File: config.mk
export PLATFORM = sky130hd
export DESIGN_NAME = mvt_queue
export DESIGN_NICKNAME = d
export VERILOG_FILES = /design/src/hw/rtl/mvt_pkg.sv /design/src/hw/rtl/mvt_queue.sv
export SDC_FILE = /design/constraint.sdc
export NUM_CORES = 1
export LEC_CHECK = 0
export BUFFER_PORTS_ARGS = -buffer_cell sky130_fd_sc_hd__buf_4
export CORE_MARGIN = 2
export CORE_UTILIZATION = 46
export CTS_CLUSTER_DIAMETER = 200
export DETAILED_ROUTE_END_ITERATION = 8
export PLACE_DENSITY = 0.77
export SETUP_SLACK_MARGIN = 0.15
export SYNTH_ARGS = -nofsm -noshare
export SYNTH_HDL_FRONTEND = slang
export SYNTH_SLANG_ARGS = --single-unit
File: constraint.sdc
create_clock -name clk -period 6.75 [get_ports clk]
set_clock_uncertainty 0.15 [all_clocks]
set_input_delay 0.3375 -clock clk [delete_from_list [all_inputs] [get_ports clk]]
set_output_delay 0.3375 -clock clk [all_outputs]
set_load 0.01 [all_outputs]
File: src/hw/rtl/mvt_pkg.sv
// ----------------------------------------------------------------------------
// mvt_pkg: shared types and codes for the 4x4 matrix vector transform
// Element type, item operation codes and the queue entry that carries one
// classified beat from the front end to the execution unit.
// ----------------------------------------------------------------------------
package mvt_pkg;

	typedef logic signed [31:0] elem_t;

	localparam logic [1:0] MODE_LOAD_MAIN = 2'd0;
	localparam logic [1:0] MODE_XFORM     = 2'd1;
	localparam logic [1:0] MODE_LOAD_SEC  = 2'd2;
	localparam logic [1:0] MODE_COMPOSE   = 2'd3;

	localparam elem_t ELEM_MAX = 32'sh7FFF_FFFF;
	localparam elem_t ELEM_MIN = 32'sh8000_0000;

	localparam int Q_DEPTH = 4;
	localparam int Q_PTR_W = 2;

	typedef enum logic [1:0] {
		OP_LOAD_MAIN,
		OP_XFORM,
		OP_LOAD_SEC,
		OP_COMPOSE
	} op_t;

	typedef struct packed {
		op_t         op;
		logic [3:0]  index;
		elem_t       value;
		elem_t       vx;
		elem_t       vy;
		elem_t       vz;
		elem_t       vw;
	} item_t;

endpackage

File: src/hw/rtl/mvt_queue.sv
// ----------------------------------------------------------------------------
// mvt_queue: short FIFO between front end and execution unit
// Four entries; lets the front keep taking beats while a compose runs.
// ----------------------------------------------------------------------------
module mvt_queue (
	input  logic           clk,
	input  logic           arst_n,
	input  logic           push_valid,
	input  mvt_pkg::item_t push_item,
	output logic           full,
	input  logic           pop,
	output logic           pop_valid,
	output mvt_pkg::item_t pop_item
);
	import mvt_pkg::*;

	item_t              mem_q [Q_DEPTH];
	logic [Q_PTR_W-1:0] wr_ptr_q;
	logic [Q_PTR_W-1:0] rd_ptr_q;
	logic [Q_PTR_W:0]   cnt_q;
	logic               wr_en;
	logic               rd_en;

	assign full      = (cnt_q == (Q_PTR_W+1)'(Q_DEPTH));
	assign pop_valid = (cnt_q != '0);
	assign wr_en     = push_valid && !full;
	assign rd_en     = pop && pop_valid;
	assign pop_item  = mem_q[rd_ptr_q];

	always_ff @(posedge clk or negedge arst_n) begin
		if (!arst_n) begin
			wr_ptr_q <= '0;
			rd_ptr_q <= '0;
			cnt_q    <= '0;
		end else begin
			if (wr_en)
				wr_ptr_q <= wr_ptr_q + 1'b1;
			if (rd_en)
				rd_ptr_q <= rd_ptr_q + 1'b1;
			unique case ({wr_en, rd_en})
				2'b10:   cnt_q <= cnt_q + 1'b1;
				2'b01:   cnt_q <= cnt_q - 1'b1;
				default: cnt_q <= cnt_q;
			endcase
		end
	end

	always_ff @(posedge clk) begin
		if (wr_en)
			mem_q[wr_ptr_q] <= push_item;
	end

	a_cnt_bound: assert property (@(posedge clk) disable iff (!arst_n)
		cnt_q <= (Q_PTR_W+1)'(Q_DEPTH))
		else $error("queue count above depth");

endmodule

==> results.txt <==
The run finished with clean final reports. In the final routed layout, each cell accounts on average for 22.4 um. The power share of the sequential group is 42.6%. The commonest cells after synthesis are edfxtp_1, mux4_2, buf_2. The number of remaining DRC errors is 0. The net switching power of the design is 3.87 mW. At the worst endpoint, the required time is 6.26 ns.

The synthesized design spends more area on one cell type than any other, namely edfxtp_1. The first detailed-routing pass ran for 5 iterations. Cells fill 60.1% of the core in the end. The post-route minimum period is 3.68 ns.

Measured against its own limit, the worst slew margin works out to 21.5%. Once the clock tree was built, the setup fixing pass inserted 0 buffers. The startpoint identified for the worst register-to-register timing path is cnt_q[2]. The wire length of the first global-routing pass is 73,100 um. Of the total power, combinational logic draws 30.8%. 338 I/O pins were placed.

The initial antenna violation count came out at 2. The main flop type after synthesis is edfxtp_1. The maximum fanout along the worst path is 41.

The number of buffers inserted by hold repair at cts is 169. The final hold violation count came out at 0. The number of distinct standard cells referenced by the synthesized netlist is 21.

The accumulated negative setup slack is 0 ns. The fraction of layout cells with a size suffix above 1 came out at 41.6%. The worst setup path endpoint is pop_item[131]. The total global routing overflow is 0.

CTS placed an instance of clkbuf_16 at the clock tree root. The critical path is of the reg -> out type. The chip width came out at 234 um. The kind of cell with the highest combined delay along the critical path is flip-flops.

The per-instance average area after synthesis is 26.9 sq um. The post-route clock period utilization came out at 54.5%. The number of stages on the worst hold path is 3. The final number of max-transition violations is 0. The met2 global-route usage came out at 28.0%. The delay of the slowest critical-path stage is 0.98 ns.

Detailed placement ended at an HPWL of 27,400 um. The number of global-route vias before repair is 12.1k. Relative to the synthesized area, the layout overhead comes to 29.3%. The total of max-cap violations is 0. The clock group share of total power is 26.7%.

The area of the mapped netlist is 0.0244 sq mm. In the post-synthesis netlist, the biggest area contributors are edfxtp_1, mux4_2, dfrtp_1. For the worst flop-to-flop path, the logic depth is 4.

The pin count of the biggest net entering global routing came out at 167. The number of buffers and inverters on the critical path came out at 2. The async set-or-reset flop fraction in the synthesized netlist came out at 1.04%. The congestion estimate from routability-driven global placement came to 0.730. The slack of the worst reg-to-reg path is 3.57 ns.

The largest individual stage delay along the critical path comes from the cell dfrtp_4. After detailed routing, the total wire length is 49,300 um. The proportion of netlist area held by the largest area contributor came out at 81.8%. Data on the critical path arrives at its endpoint at 3.19 ns.

The type of element capturing the critical path is an output port. The chip height came out at 234 um. For this configuration, the core starts out at a cell density of 46.5%. The later pin in the worst-skew pair is clocked with a latency of 0.58 ns. The die covers 0.0549 sq mm. The total power divided by cell area came out at 429 mW/mm^2. The number of buffers created by CTS is 68.

After the last flow step, the layout net total stands at 1,632. Tracing the worst setup path back leads to its startpoint at rd_ptr_q[0]. The met3 global-route usage is 4.94%.

Dividing the detail-routed via count by the number of cells gives 5.25. The post-detailed-route count of antenna-violating nets came out at 0. The cell internal power dissipation came out at 9.66 mW. Synthesis produced a netlist whose cell count is 905.

The filler cell count is 3,512. The count of cells resized by post-cts repair came out at 0. The critical path crosses 3 cells after its start point.

The H-tree level count is 3. The worst register-to-register path ends at mem_q[3][98]. Setup repair after global routing left no endpoint under its margin. Global routing used 24.5% of the available met1 tracks. Across all layers, the routed design uses 11.6k vias. At the pin with the least slew margin, the transition time is 1.18 ns. The proportion of total power due to net switching came out at 28.6%. In this run the tool buffered the top-level ports with 337 buffer cells. CTS saw 671 sinks. The setup-violating endpoint count in the final report came out at 0. When the netlist entered floorplanning its net count stood at 1,081.

Timing would allow up to 272 MHz. Among all cell types in the netlist, the one instantiated most often is edfxtp_1. STA classifies the critical path startpoint as a flop. The number of flops mapped to enable cells by yosys came out at 664. After floorplanning, the core was sized to cover 0.0524 sq mm. In this run, the number of DRC markers left after iteration 0 of detailed routing was 851. Traced cell by cell, the critical path runs through buf_4, mux4_2, buf_4.

The tightest min-delay check is of the in -> reg type. The post-synthesis register bit count is 671. The most repeated library cell on the critical path is buf_4.

The TritonCTS clock tree is built. The number of core rows is 84. The static power due to leakage is 10.8 nW.

IR analysis of the VDD net gives a maximum drop of 0.347 mV. The buffer levels on the longest clock path is 3. The number of synthesis warnings is 0. The sequential share of the synthesized area came out at 82.5%. The clock-pin slew reported for the worst setup and hold paths after clock tree synthesis came out at 0.06 ns.

The total global routing track utilization came out at 17.9%. The highest-utilization routing layer at the global route stage is met2.
[worst min-delay path by stage]
stage / startpoint / to
6_report: push_valid / wr_ptr_q[0]
5_1_grt: push_valid / wr_ptr_q[0]
4_1_cts: push_valid / wr_ptr_q[0]
3_5_place_dp: arst_n / cnt_q[2]
3_3_place_gp: arst_n / cnt_q[2]
2_1_floorplan: arst_n / cnt_q[0]
[worst reg2reg max path, cell delays in order, from the launching register on]
cell     delay, ns
dfrtp_1       0.42
nor3b_1       0.18
nor2b_1       0.50
and2_4        0.72
buf_4         0.76
[per-stage QoR]
stage	hold WS [ns]	worst slack [ns]	cell area [sq um]	power [mW]	std cells
2_1_floorplan	-0.108	1.33	24400	8.30	905
3_3_place_gp	0.00698	3.59	27600	9.91	1905
3_5_place_dp	0.0113	3.55	27600	9.99	1905
4_1_cts	0.0964	2.91	31500	13.7	2199
5_1_grt	0.129	2.75	31500	14.1	2201
6_report	0.143	3.07	31500	13.5	2201
[layer usage]
metal,share of wire [%],vias up,routed length (um)
met5,0,-,0
met4,2.4,0,1190
met3,8.0,75,3940
met2,49,419,24200
met1,40,6031,19900
li1,-,5038,-
[final cells by class]
type	count	area, sq um	share of cell area (%)
flip-flops and latches	671	20100	63.8
diodes	2	5.00	0.0159
clock buffers	76	1800	5.70
well taps	688	861	2.73
clock inverters	49	385	1.22
inverters	6	22.5	0.0714
multi-input cells	190	3970	12.6
repair buffers	519	4370	13.9
[cells by family (layout without fill, tap and decap cells)]
family                     Yosys count  after routing  synth area share (%)
muxes                              168            168                  15.4
AOI/OAI and AO/OA                    1              1                0.0359
and+or+nand+nor                      9              9                 0.216
DFF                                671            671                  82.5
xor gates and xnor gates             6              6                 0.216
buffers and inverters               44            650                  1.26
adders and majority gates            6              6                 0.339
other                                0              2                     0
[flip-flops by register name (all words and copies together), names as in the netlist]
name / count
cnt_q: 3
mem_q: 664
rd_ptr_q: 2
wr_ptr_q: 2
[cells in the final DEF (no fill, tap or decap), drive strengths merged]
master       instances
fa                   1
diode                2
mux4               166
dlygate4sd3        169
clkinv              37
or3                  1
bufinv               4
mux2                 1
nor3b                1
clkbuf              76
o31a                 1
nor2                 1
edfxtp             664
clkinvlp             4
inv                 10
buf                350
and2                 4
dfrtp                7
mux2i                1
nor2b                1
xnor2                3
ha                   5
nand2                1
xor2                 3
[power groups by stage]
| stage | registers [mW] | clock network (mW) | logic (mW) |
|---|---|---|---|
| 6_report | 5.76 | 3.61 | 4.16 |
| 3_3_place_gp | 5.80 | 0 | 4.11 |
| 3_5_place_dp | 5.85 | 0 | 4.13 |
| 5_1_grt | 5.83 | 3.87 | 4.44 |
| 4_1_cts | 5.77 | 3.69 | 4.24 |
| 2_1_floorplan | 5.84 | 0 | 2.46 |
No activity file was read; power rests on OpenSTA's default activity.
