--- src/hw/rtl/mvt_pkg.sv ---
// ----------------------------------------------------------------------------
// mvt_pkg: shared types and codes for the 4x4 matrix vector transform
// Element type, item operation codes and the queue entry that carries one
// classified beat from the front end to the execution unit.
// ----------------------------------------------------------------------------
package mvt_pkg;

	typedef logic signed [31:0] elem_t;

	localparam logic [1:0] MODE_LOAD_MAIN = 2'd0;
	localparam logic [1:0] MODE_XFORM     = 2'd1;
	localparam logic [1:0] MODE_LOAD_SEC  = 2'd2;
	localparam logic [1:0] MODE_COMPOSE   = 2'd3;

	localparam elem_t ELEM_MAX = 32'sh7FFF_FFFF;
	localparam elem_t ELEM_MIN = 32'sh8000_0000;

	localparam int Q_DEPTH = 4;
	localparam int Q_PTR_W = 2;

	typedef enum logic [1:0] {
		OP_LOAD_MAIN,
		OP_XFORM,
		OP_LOAD_SEC,
		OP_COMPOSE
	} op_t;

	typedef struct packed {
		op_t         op;
		logic [3:0]  index;
		elem_t       value;
		elem_t       vx;
		elem_t       vy;
		elem_t       vz;
		elem_t       vw;
	} item_t;

endpackage

--- src/hw/rtl/mvt_front.sv ---
// ----------------------------------------------------------------------------
// mvt_front: input register and classifier
// Takes input beats, decodes the mode into an operation code and holds the
// entry until the queue has room.
// ----------------------------------------------------------------------------
module mvt_front (
	input  logic           clk,
	input  logic           arst_n,
	input  logic           in_valid,
	output logic           in_stall,
	input  logic [1:0]     mode,
	input  logic [3:0]     index,
	input  mvt_pkg::elem_t value,
	input  mvt_pkg::elem_t vec_x,
	input  mvt_pkg::elem_t vec_y,
	input  mvt_pkg::elem_t vec_z,
	input  mvt_pkg::elem_t vec_w,
	output logic           push_valid,
	output mvt_pkg::item_t push_item,
	input  logic           q_full
);
	import mvt_pkg::*;

	logic  valid_s1;
	item_t item_s1;
	op_t   op_dec;
	logic  accept;
	logic  push;

	always_comb begin
		unique case (mode)
			MODE_LOAD_MAIN: op_dec = OP_LOAD_MAIN;
			MODE_XFORM:     op_dec = OP_XFORM;
			MODE_LOAD_SEC:  op_dec = OP_LOAD_SEC;
			MODE_COMPOSE:   op_dec = OP_COMPOSE;
		endcase
	end

	assign push     = valid_s1 && !q_full;
	assign in_stall = valid_s1 && q_full;
	assign accept   = in_valid && !in_stall;

	always_ff @(posedge clk or negedge arst_n) begin
		if (!arst_n) begin
			valid_s1 <= 1'b0;
		end else begin
			valid_s1 <= accept || (valid_s1 && !push);
		end
	end

	always_ff @(posedge clk) begin
		if (accept) begin
			item_s1.op    <= op_dec;
			item_s1.index <= index;
			item_s1.value <= value;
			item_s1.vx    <= vec_x;
			item_s1.vy    <= vec_y;
			item_s1.vz    <= vec_z;
			item_s1.vw    <= vec_w;
		end
	end

	assign push_valid = valid_s1;
	assign push_item  = item_s1;

endmodule

--- config.mk ---
export PLATFORM = sky130hd
export DESIGN_NAME = mvt_front
export DESIGN_NICKNAME = d
export VERILOG_FILES = /design/src/hw/rtl/mvt_pkg.sv /design/src/hw/rtl/mvt_front.sv
export SDC_FILE = /design/constraint.sdc
export NUM_CORES = 1
export LEC_CHECK = 0
export ABC_AREA = 1
export BUFFER_PORTS_ARGS = -buffer_cell sky130_fd_sc_hd__buf_4
export CELL_PAD_IN_SITES_DETAIL_PLACEMENT = 1
export CELL_PAD_IN_SITES_GLOBAL_PLACEMENT = 2
export CORE_MARGIN = 4
export CORE_UTILIZATION = 24
export CTS_CLUSTER_DIAMETER = 30
export DETAILED_ROUTE_END_ITERATION = 10
export PLACE_DENSITY = 0.79
export SLEW_MARGIN = 10
export SYNTH_ARGS = -nofsm -noshare
export SYNTH_HDL_FRONTEND = slang
export SYNTH_SLANG_ARGS = --single-unit
--- constraint.sdc ---
create_clock -name clk -period 9.9 [get_ports clk]
set_clock_uncertainty 0.15 [all_clocks]
set_input_delay 1.98 -clock clk [delete_from_list [all_inputs] [get_ports clk]]
set_output_delay 1.98 -clock clk [all_outputs]
set_load 0.02 [all_outputs]
==> flow_summary.yaml, run 1 <==
critical_path:
  timing.setup.critical_path_class: "in -> out"
  crit_path_max_fanout: 2
  reg2regPathDepth: 2
  slowest_stage: "sky130_fd_sc_hd__buf_4"
  start_kind: "primary input"
  r2r_setup_slack_ns: 7.51
  max_stage_delay_ns: 0.15
  crit_path_cell_trace: "buf_4 > nand2_1 > inv_1 > buf_4"
  r2r_start: "push_valid"
  worstSetupEndpointType: "output pin"
  reg2reg_to: "push_item[22]"
  cp_data_arrival_time_ns: 2.38
  critical-path-top-cell-by-count: "sky130_fd_sc_hd__buf_4"
  worstPathRequired_ns: 7.77
logic_synthesis:
  netlist_top_cells_count: "sky130_fd_sc_hd__edfxtp_1, sky130_fd_sc_hd__clkbuf_1, sky130_fd_sc_hd__inv_1, sky130_fd_sc_hd__nand2_1"
  synth.ff_latch_count: 167
  netlist-cell-type-count: 6
  synth_async_sr_flop_share_pct: 0.599
  post_synth_inst_count: 174
  synth_seq_area_share_pct: 99.5
  synth_warnings: 0
  syn-num-nets: 344
  synth_most_common_cell: "sky130_fd_sc_hd__edfxtp_1"
  yosys.area.top_type_share_pct: 99.0
  synth_edf_count: 166
  synth.area.top_cells: "sky130_fd_sc_hd__edfxtp_1, sky130_fd_sc_hd__dfrtp_1, sky130_fd_sc_hd__clkbuf_1"
  synth.cell_area_sq_um: 5040
  avgSynthCellArea_sq_um: 29.0
  synth_top_flop_cell: "sky130_fd_sc_hd__edfxtp_1"
  netlist.top_cell.by_area: "sky130_fd_sc_hd__edfxtp_1"
power:
  cellLeakagePower_nw: 3.50
  peakVddDrop_uv: 101
  power_density_nw_per_um2: 192
die:
  core.rowCount: 52
  dieHeight_microns: 153
  core_area_sq_um: 20400
  floorplan.die_area_sq_um: 23400
  floorplan.die.width_microns: 153
  floorplan.initialDensity_pct: 24.7
  num_io_pins: 338
clock_network:
  tritoncts: "built"
  cts_repair_resize_count: 0
  clk_path_buf_depth: 2
  cts_root_buffer: "sky130_fd_sc_hd__clkbuf_16"
  cts_num_sinks: 167
  tritoncts.num_buffers: 17
  cts-hold-fix-buffers: 0
  postCtsSetupBuffers: 0
  clk_transition_reported_paths_ns: 0.07
  clk-insertion-delay-late_ns: 0.42
  cts_max_level: 4
global_routing:
  grt_first_pass_wirelength_microns: 22500
  track_usage_pct: 12.9
  grt_max_degree: 77
  vias_in_the_first_global_route: 3600
  grt_overflow: 0
  grt_antenna_before_repair: 0
layout:
  diodes: 0
  final_net_count: 700
  areaGrowthSynthToFinish_pct: 68.1
  post-route-util_pct: 41.4
  layout-drive-gt1-share_pct: 68.0
detailed_routing:
  initialDrtViolationCount: 120
  ant_nets: 0
  detail_route.wirelength_microns: 15400
  drt-vias-per-instance: 3.92
  overall_via_count_from_detail_route: 3183
  dr_drc_count: 0
  first_pass_iters: 4
  routed_wirelength_normalized_by_instance_count_microns: 19.0
sta:
  timing.final.crit_share_pct: 45.5
  timing_max_transition_violations_final: 0
  setup_viol: 0
  finalHoldViolCount: 0
  totalNegativeSetupSlack_ns: 0
  maxSlewHeadroom_pct: 34.3
  grt_setup_unrepaired: "false"
  transition_time_of_the_tightest_slew_check_pin_ns: 0.986
  post-route-min-period_ns: 4.51
  max_freq_mhz: 222
hold_path:
  worst_hold_path_type: "reg -> reg"
  worst_hold_path.num_cells: 2
  hold_path.startpoint: "push_valid"
  timing.hold.worst_endpoint: "push_valid"
status:
  status: "complete, no violations"
job:
  max-cap-violations: 0
placed_design:
  finalWeightedCongestion: 0.840
  port_buffers: 337
## stage by stage
step / hold WS [ns] / worst slack, ns / power, mW / instance area [sq um] / cells
after floorplan: 0.487 / 2.50 / 0.919 / 5040 / 174
after global placement: 0.423 / 5.41 / 1.03 / 7920 / 781
after detailed placement: 0.442 / 5.39 / 1.03 / 7920 / 781
after CTS: 0.461 / 5.39 / 1.66 / 8470 / 813
after global routing: 0.497 / 5.38 / 1.70 / 8470 / 813
final: 0.455 / 5.39 / 1.63 / 8470 / 813
## layout by cell type, fill, tap and decap left out, drive strengths merged
master and n:
buf 339, edfxtp 166, dfrtp 1, inv 10
nand2 2, a21oi 1, clkinvlp 3, clkinv 3
clkbuf 18
## worst max path at each step
stage	from	endpoint	cells after the start
global placement	q_full	in_stall	4
global route	q_full	in_stall	4
detailed placement	q_full	in_stall	4
finish	q_full	in_stall	4
CTS	q_full	in_stall	4
floorplan	q_full	push_item[0]	1
## layout make-up
class | instances | area [sq um]
clock buffers | 18 | 429
clock inverters | 14 | 114
fillers | 2082 | 12000
inverters | 2 | 7.51
multi-input cells | 3 | 23.8
flip-flops and latches | 167 | 5010
well taps | 270 | 338
repair buffers | 339 | 2540
## power breakdown
part	switching (mW)	total (mW)	internal (mW)	leakage [nW]
Sequential	0.0116	0.837	0.826	1.59
Combinational	0.0919	0.178	0.0857	1.65
Clock	0.286	0.613	0.328	0.258
Total	0.389	1.63	1.24	3.50
## critical path, delay by kind of cell
kind	cells	cell delay [ns]
buffers and inverters	3	0.32
AND/OR/NAND/NOR	1	0.08
## cell families after synthesis
kind of cell           share of synthesized area, %
DFF                                            99.5
buffers and inverters                         0.298
and+or+nand+nor                               0.149
AOI/OAI and AO/OA                            0.0993
## per-layer routing
metal  share of wire, %  track usage (%)
met3                 10             5.80
met4                1.5             4.62
met5                  0                0
met2                 52             22.3
met1                 36             13.9
## registers in the layout (all words and copies together) (netlist names)
signal	cells
push_item	166
push_valid	1
No activity file was read; power rests on OpenSTA's default activity.
==> run 2: changes to the inputs <==
clock period = 3.8 ns   (was 9.9 ns; I/O delays follow)
==> run 2 against run 1 <==
Sequential power rose to 2.6 times the previous value. Power rose to 2.7 times the previous value. Via count down 0.91%. Critical path depth unchanged. Clock-buffer cell count unchanged. Sequential share of layout area down 0.50 points. Cell count down 0.12%. Worst hold slack worse by 0.086 ns. Combinational power rose to 2.6 times the previous value.
==> flow_summary.yaml, run 2 (same netlist as run 1, synthesis figures left out) <==
clock_network:
  clk-insertion-delay-late_ns: 0.40
  tritoncts.num_buffers: 17
  cts_num_sinks: 167
  tritoncts: "built"
  postCtsSetupBuffers: 0
  clk_path_buf_depth: 2
  cts-hold-fix-buffers: 1
  clk_transition_reported_paths_ns: 0.07
  cts_max_level: 4
  cts_root_buffer: "sky130_fd_sc_hd__clkbuf_16"
  cts_repair_resize_count: 0
placed_design:
  finalWeightedCongestion: 0.810
  port_buffers: 337
  dpl.cell_count: 780
critical_path:
  worstPathRequired_ns: 2.89
  worstSetupPathDepth: 4
  r2r_start: "push_valid"
  cpLargestDelayFamily: "buffers and inverters"
  crit_path_cell_trace: "buf_4 > nand2_1 > inv_1 > buf_4"
  timing.setup.critical_path_class: "in -> out"
  reg2regPathDepth: 2
  worst_setup_path_startpoint: "q_full"
  crit_path_max_fanout: 2
  critical-path-top-cell-by-count: "sky130_fd_sc_hd__buf_4"
  slowest_stage: "sky130_fd_sc_hd__buf_4"
  max_stage_delay_ns: 0.15
  timing.critical_path.buf_inv: 3
  cp_data_arrival_time_ns: 1.17
  reg2reg_to: "push_item[9]"
  r2r_setup_slack_ns: 1.82
  worstSetupEndpointType: "output pin"
  start_kind: "primary input"
  worst_setup_path_endpoint: "in_stall"
layout:
  nFillCells: 2064
  diodes: 0
  layout-drive-gt1-share_pct: 68.1
  layout.cells.non_filler: 812
  final_net_count: 700
  layout_commonest_cell: "sky130_fd_sc_hd__buf_4"
  areaGrowthSynthToFinish_pct: 69.5
  largest_register_ffs: 166
  layout.cells.most_common_list: "sky130_fd_sc_hd__buf_4, sky130_fd_sc_hd__edfxtp_1, sky130_fd_sc_hd__clkbuf_16"
power:
  power_density_nw_per_um2: 516
  peakVddDrop_uv: 254
  cellLeakagePower_nw: 3.53
die:
  core_area_sq_um: 20400
  num_io_pins: 338
  core.rowCount: 52
  dieHeight_microns: 153
  floorplan.die.width_microns: 153
  floorplan.initialDensity_pct: 24.7
  floorplan.die_area_sq_um: 23400
sta:
  post-route-min-period_ns: 2.08
  setup_viol: 0
  finalHoldViolCount: 0
  final_hold_slack_ns: 0.369
  timing.final.crit_share_pct: 54.7
  timing_max_transition_violations_final: 0
  maxSlewHeadroom_pct: 30.8
  max_freq_mhz: 481
  transition_time_of_the_tightest_slew_check_pin_ns: 1.04
  grt_setup_unrepaired: "false"
hold_path:
  worst_hold_path_type: "in -> reg"
global_routing:
  grt_max_degree: 167
  grt_overflow: 0
  grt_antenna_before_repair: 1
  top_usage_layer: "met2"
  groute.layer.met3.usage_pct: 6.19
  grt_first_pass_wirelength_microns: 22200
  grt_use_met1_pct: 13.6
  track_usage_pct: 12.7
  grt_util_met2_pct: 22.4
  vias_in_the_first_global_route: 3550
detailed_routing:
  routed_wirelength_normalized_by_instance_count_microns: 19.0
  ant_nets: 0
  detail_route.wirelength_microns: 15400
  drt-vias-per-instance: 3.88
  first_pass_iters: 4
  initialDrtViolationCount: 138
  dr_drc_count: 0
  overall_via_count_from_detail_route: 3154
status:
  status: "complete, no violations"
job:
  max-cap-violations: 0
## run 2: cell types whose count changed in the layout (fill, tap and decap cells not counted), sizes merged
cell,before,now
inv,10,6
bufinv,0,3
buf,339,338
dlygate4sd3,0,1
## run 2: worst register-to-register path: cells and delay by family, from the launching register on
family                 cells  cell delay, ns
AOI/OAI and AO/OA          1            0.18
DFF                        1            0.43
buffers and inverters      1            0.53
## run 2: worst min path at each step
stage	start	endpoint	cells past startpoint
after floorplan	arst_n	push_valid	0
after global placement	arst_n	push_valid	1
after detailed placement	arst_n	push_valid	1
after CTS	vec_x[14]	push_item[110]	1
after global routing	vec_z[30]	push_item[62]	1
final	vec_w[23]	push_item[23]	1
## run 2: stage by stage
step / worst slack (ns) / setup TNS, ns / utilization (%) / cell area, sq um / total power [mW]
after floorplan: -0.275 / -45.58 / - / 5050 / 2.39
after global placement: 1.53 / 0 / 38.8 / 7930 / 2.68
after detailed placement: 1.45 / 0 / 38.8 / 7930 / 2.70
after CTS: 1.71 / 0 / 41.8 / 8540 / 4.49
after global routing: 1.70 / 0 / 41.8 / 8540 / 4.59
final: 1.72 / 0 / 41.8 / 8540 / 4.41
## run 2: cell type report
type | count | area, sq um | share of cell area [%]
Inverter | 2 | 10.0 | 0.117
Multi-Input combinational cell | 3 | 23.8 | 0.278
Tap cell | 270 | 338 | 3.96
Timing Repair Buffer | 339 | 2560 | 30.0
Clock buffer | 18 | 429 | 5.03
Clock inverter | 13 | 169 | 1.98
Sequential cell | 167 | 5010 | 58.7
## run 2: metal layers
| layer | part of all wire (%) | routed length [microns] | vias up |
|---|---|---|---|
| met4 | 0.87 | 134 | 2 |
| met1 | 36 | 5540 | 1545 |
| met5 | 0.084 | 13 | - |
| li1 | - | - | 1413 |
| met2 | 54 | 8240 | 185 |
| met3 | 9.5 | 1470 | 9 |
## run 2: power by group
group	switching (mW)	total (mW)	internal, mW
logic	0.240	0.466	0.225
clock network	0.722	1.76	1.04
registers	0.0301	2.18	2.15
==> run 3: changes to the inputs <==
CORE_UTILIZATION = 27   (was 24)
PLACE_DENSITY = 0.83   (was 0.79)
clock period = 2.13 ns   (was 3.8 ns; I/O delays follow)
==> run 3 against run 2 <==
First-iteration DRC count increased by 10%. Wire length increased by 0.93%. Combinational power increased by 83%. Cell count decreased by 3.4%. Core utilization increased by 5.4 points. Sequential cell count unchanged. Worst setup slack got worse by 1.3 ns. Sequential share of layout area decreased by 0.14 points. Die area decreased by 11%. Cell area increased by 0.26%. Critical path type is now reg -> out. Largest cell class unchanged.
==> flow_summary.yaml, run 3 (same netlist as run 1, synthesis figures left out) <==
status:
  status: "complete, no violations"
global_routing:
  top_usage_layer: "met2"
  vias_in_the_first_global_route: 3346
  grt_util_met2_pct: 22.9
  grt_antenna_before_repair: 1
  grt_first_pass_wirelength_microns: 20600
  track_usage_pct: 13.7
  grt_overflow: 0
  grt_max_degree: 85
  groute.layer.met3.usage_pct: 7.04
  grt_use_met1_pct: 14.9
critical_path:
  start_kind: "flip-flop"
  timing.setup.critical_path_class: "reg -> out"
  reg2reg_to: "push_item[6]"
  r2r_setup_slack_ns: 0.49
  reg2regPathDepth: 2
  worstSetupEndpointType: "output pin"
  max_stage_delay_ns: 0.44
  slowest_stage: "sky130_fd_sc_hd__dfrtp_2"
  crit_path_cell_trace: "nand2_1 > inv_1 > buf_4"
  r2r_start: "push_valid"
  crit_path_max_fanout: 3
  worstPathRequired_ns: 1.55
  cp_data_arrival_time_ns: 1.14
sta:
  transition_time_of_the_tightest_slew_check_pin_ns: 0.473
  timing.final.crit_share_pct: 80.7
  max_freq_mhz: 582
  maxSlewHeadroom_pct: 68.5
  timing_max_transition_violations_final: 0
  timing.final.ws_setup_ns: 0.411
  setup_viol: 0
  grt_setup_unrepaired: "false"
  post-route-min-period_ns: 1.72
  finalHoldViolCount: 0
  final_hold_slack_ns: 0.0272
detailed_routing:
  ant_nets: 0
  first_pass_iters: 4
  overall_via_count_from_detail_route: 3209
  drt-vias-per-instance: 4.09
  initialDrtViolationCount: 152
  routed_wirelength_normalized_by_instance_count_microns: 19.8
  dr_drc_count: 0
  detail_route.wirelength_microns: 15500
layout:
  largest_register_ffs: 166
  layout.cells.most_common_list: "sky130_fd_sc_hd__buf_4, sky130_fd_sc_hd__edfxtp_1, sky130_fd_sc_hd__clkbuf_16"
  fin_area_sq_um: 8560
  diodes: 0
  final_net_count: 712
  multi_input_comb_area_sq_um: 23.8
  layout_commonest_cell: "sky130_fd_sc_hd__buf_4"
  nFillCells: 1793
  layout-drive-gt1-share_pct: 66.8
  areaGrowthSynthToFinish_pct: 70.0
  area.sequential_sq_um: 5010
power:
  peakVddDrop_uv: 525
  pwr-share-comb_pct: 11.2
  power_mw: 7.59
  internal_power_mw: 5.77
  power_density_nw_per_um2: 887
  p_seq_share_pct: 51.2
  power.clock.fraction_pct: 37.6
  net_switching_power_mw: 1.82
  cellLeakagePower_nw: 3.56
  p_sw_share_pct: 24.0
hold_path:
  hold_path.startpoint: "vec_y[23]"
  timing.hold.worst_endpoint: "push_item[87]"
  worst_hold_path.num_cells: 1
  worst_hold_path_type: "in -> reg"
placed_design:
  port_buffers: 337
  finalWeightedCongestion: 0.753
  placed_area_sq_um: 7900
  post-place-ws_ns: 0.409
job:
  max-cap-violations: 0
die:
  floorplan.die.width_microns: 145
  floorplan.die_area_sq_um: 20900
  floorplan.initialDensity_pct: 27.8
  dieHeight_microns: 145
  core_area_sq_um: 18100
  num_io_pins: 338
  core.rowCount: 49
clock_network:
  clk_path_buf_depth: 2
  tritoncts: "built"
  tritoncts.num_buffers: 17
  cts_num_sinks: 167
  clk_transition_reported_paths_ns: 0.07
  clk-insertion-delay-late_ns: 0.42
  cts_max_level: 4
  cts_root_buffer: "sky130_fd_sc_hd__clkbuf_16"
run 3: critical path: cells and delay by family (launching register included):
| kind | cells | cell delay [ns] |
|---|---|---|
| and+or+nand+nor | 1 | 0.09 |
| buffers and inverters | 2 | 0.19 |
| DFF | 1 | 0.44 |
run 3: stage by stage:
| stage | TNS, ns | util (%) | instances |
|---|---|---|---|
| 3_3_place_gp | 0 | 43.5 | 740 |
| 3_5_place_dp | 0 | 43.5 | 740 |
| 4_1_cts | 0 | 46.6 | 773 |
| 5_1_grt | 0 | 47.2 | 784 |
| 6_report | 0 | 47.2 | 784 |
| 2_1_floorplan | -281.22 | - | 174 |
run 3: worst max path at each step:
stage | cells past startpoint | startpoint | slack [ns] | endpoint
3_5_place_dp | 4 | in_valid | 0.41 | push_item[56]
2_1_floorplan | 1 | q_full | -1.69 | push_item[0]
3_3_place_gp | 4 | in_valid | 0.45 | push_item[101]
4_1_cts | 3 | push_valid | 0.39 | in_stall
6_report | 3 | push_valid | 0.41 | in_stall
5_1_grt | 3 | push_valid | 0.35 | in_stall
run 3: layout make-up:
type,count,area share (%)
Sequential cell,167,58.5
Timing Repair Buffer,351,31.4
Clock buffer,17,4.97
Tap cell,229,3.35
Clock inverter,15,1.37
Multi-Input combinational cell,3,0.278
Inverter,2,0.0877
run 3: layer usage:
layer / vias up / share of wire (%)
met3: 12 / 12
met1: 1546 / 34
met2: 207 / 53
met4: 2 / 1.1
li1: 1442 / -
met5: - / 0.045
run 3: timing repair:
| action | 4_1_cts | 5_1_grt |
|---|---|---|
| gates resized for setup | 0 | 0 |
| endpoints found under the setup margin | 0 | 0 |
| endpoints found under the hold margin | 1 | 11 |
| hold buffers | 1 | 11 |
| setup buffers | 0 | 0 |
run 3: power groups by stage:
stage / sequential, mW / clock (mW) / combinational (mW)
2_1_floorplan: 4.20 / 0 / 0.0642
3_3_place_gp: 3.95 / 0 / 0.832
3_5_place_dp: 3.96 / 0 / 0.850
4_1_cts: 3.89 / 2.95 / 0.853
5_1_grt: 3.90 / 3.13 / 0.904
6_report: 3.89 / 2.85 / 0.854
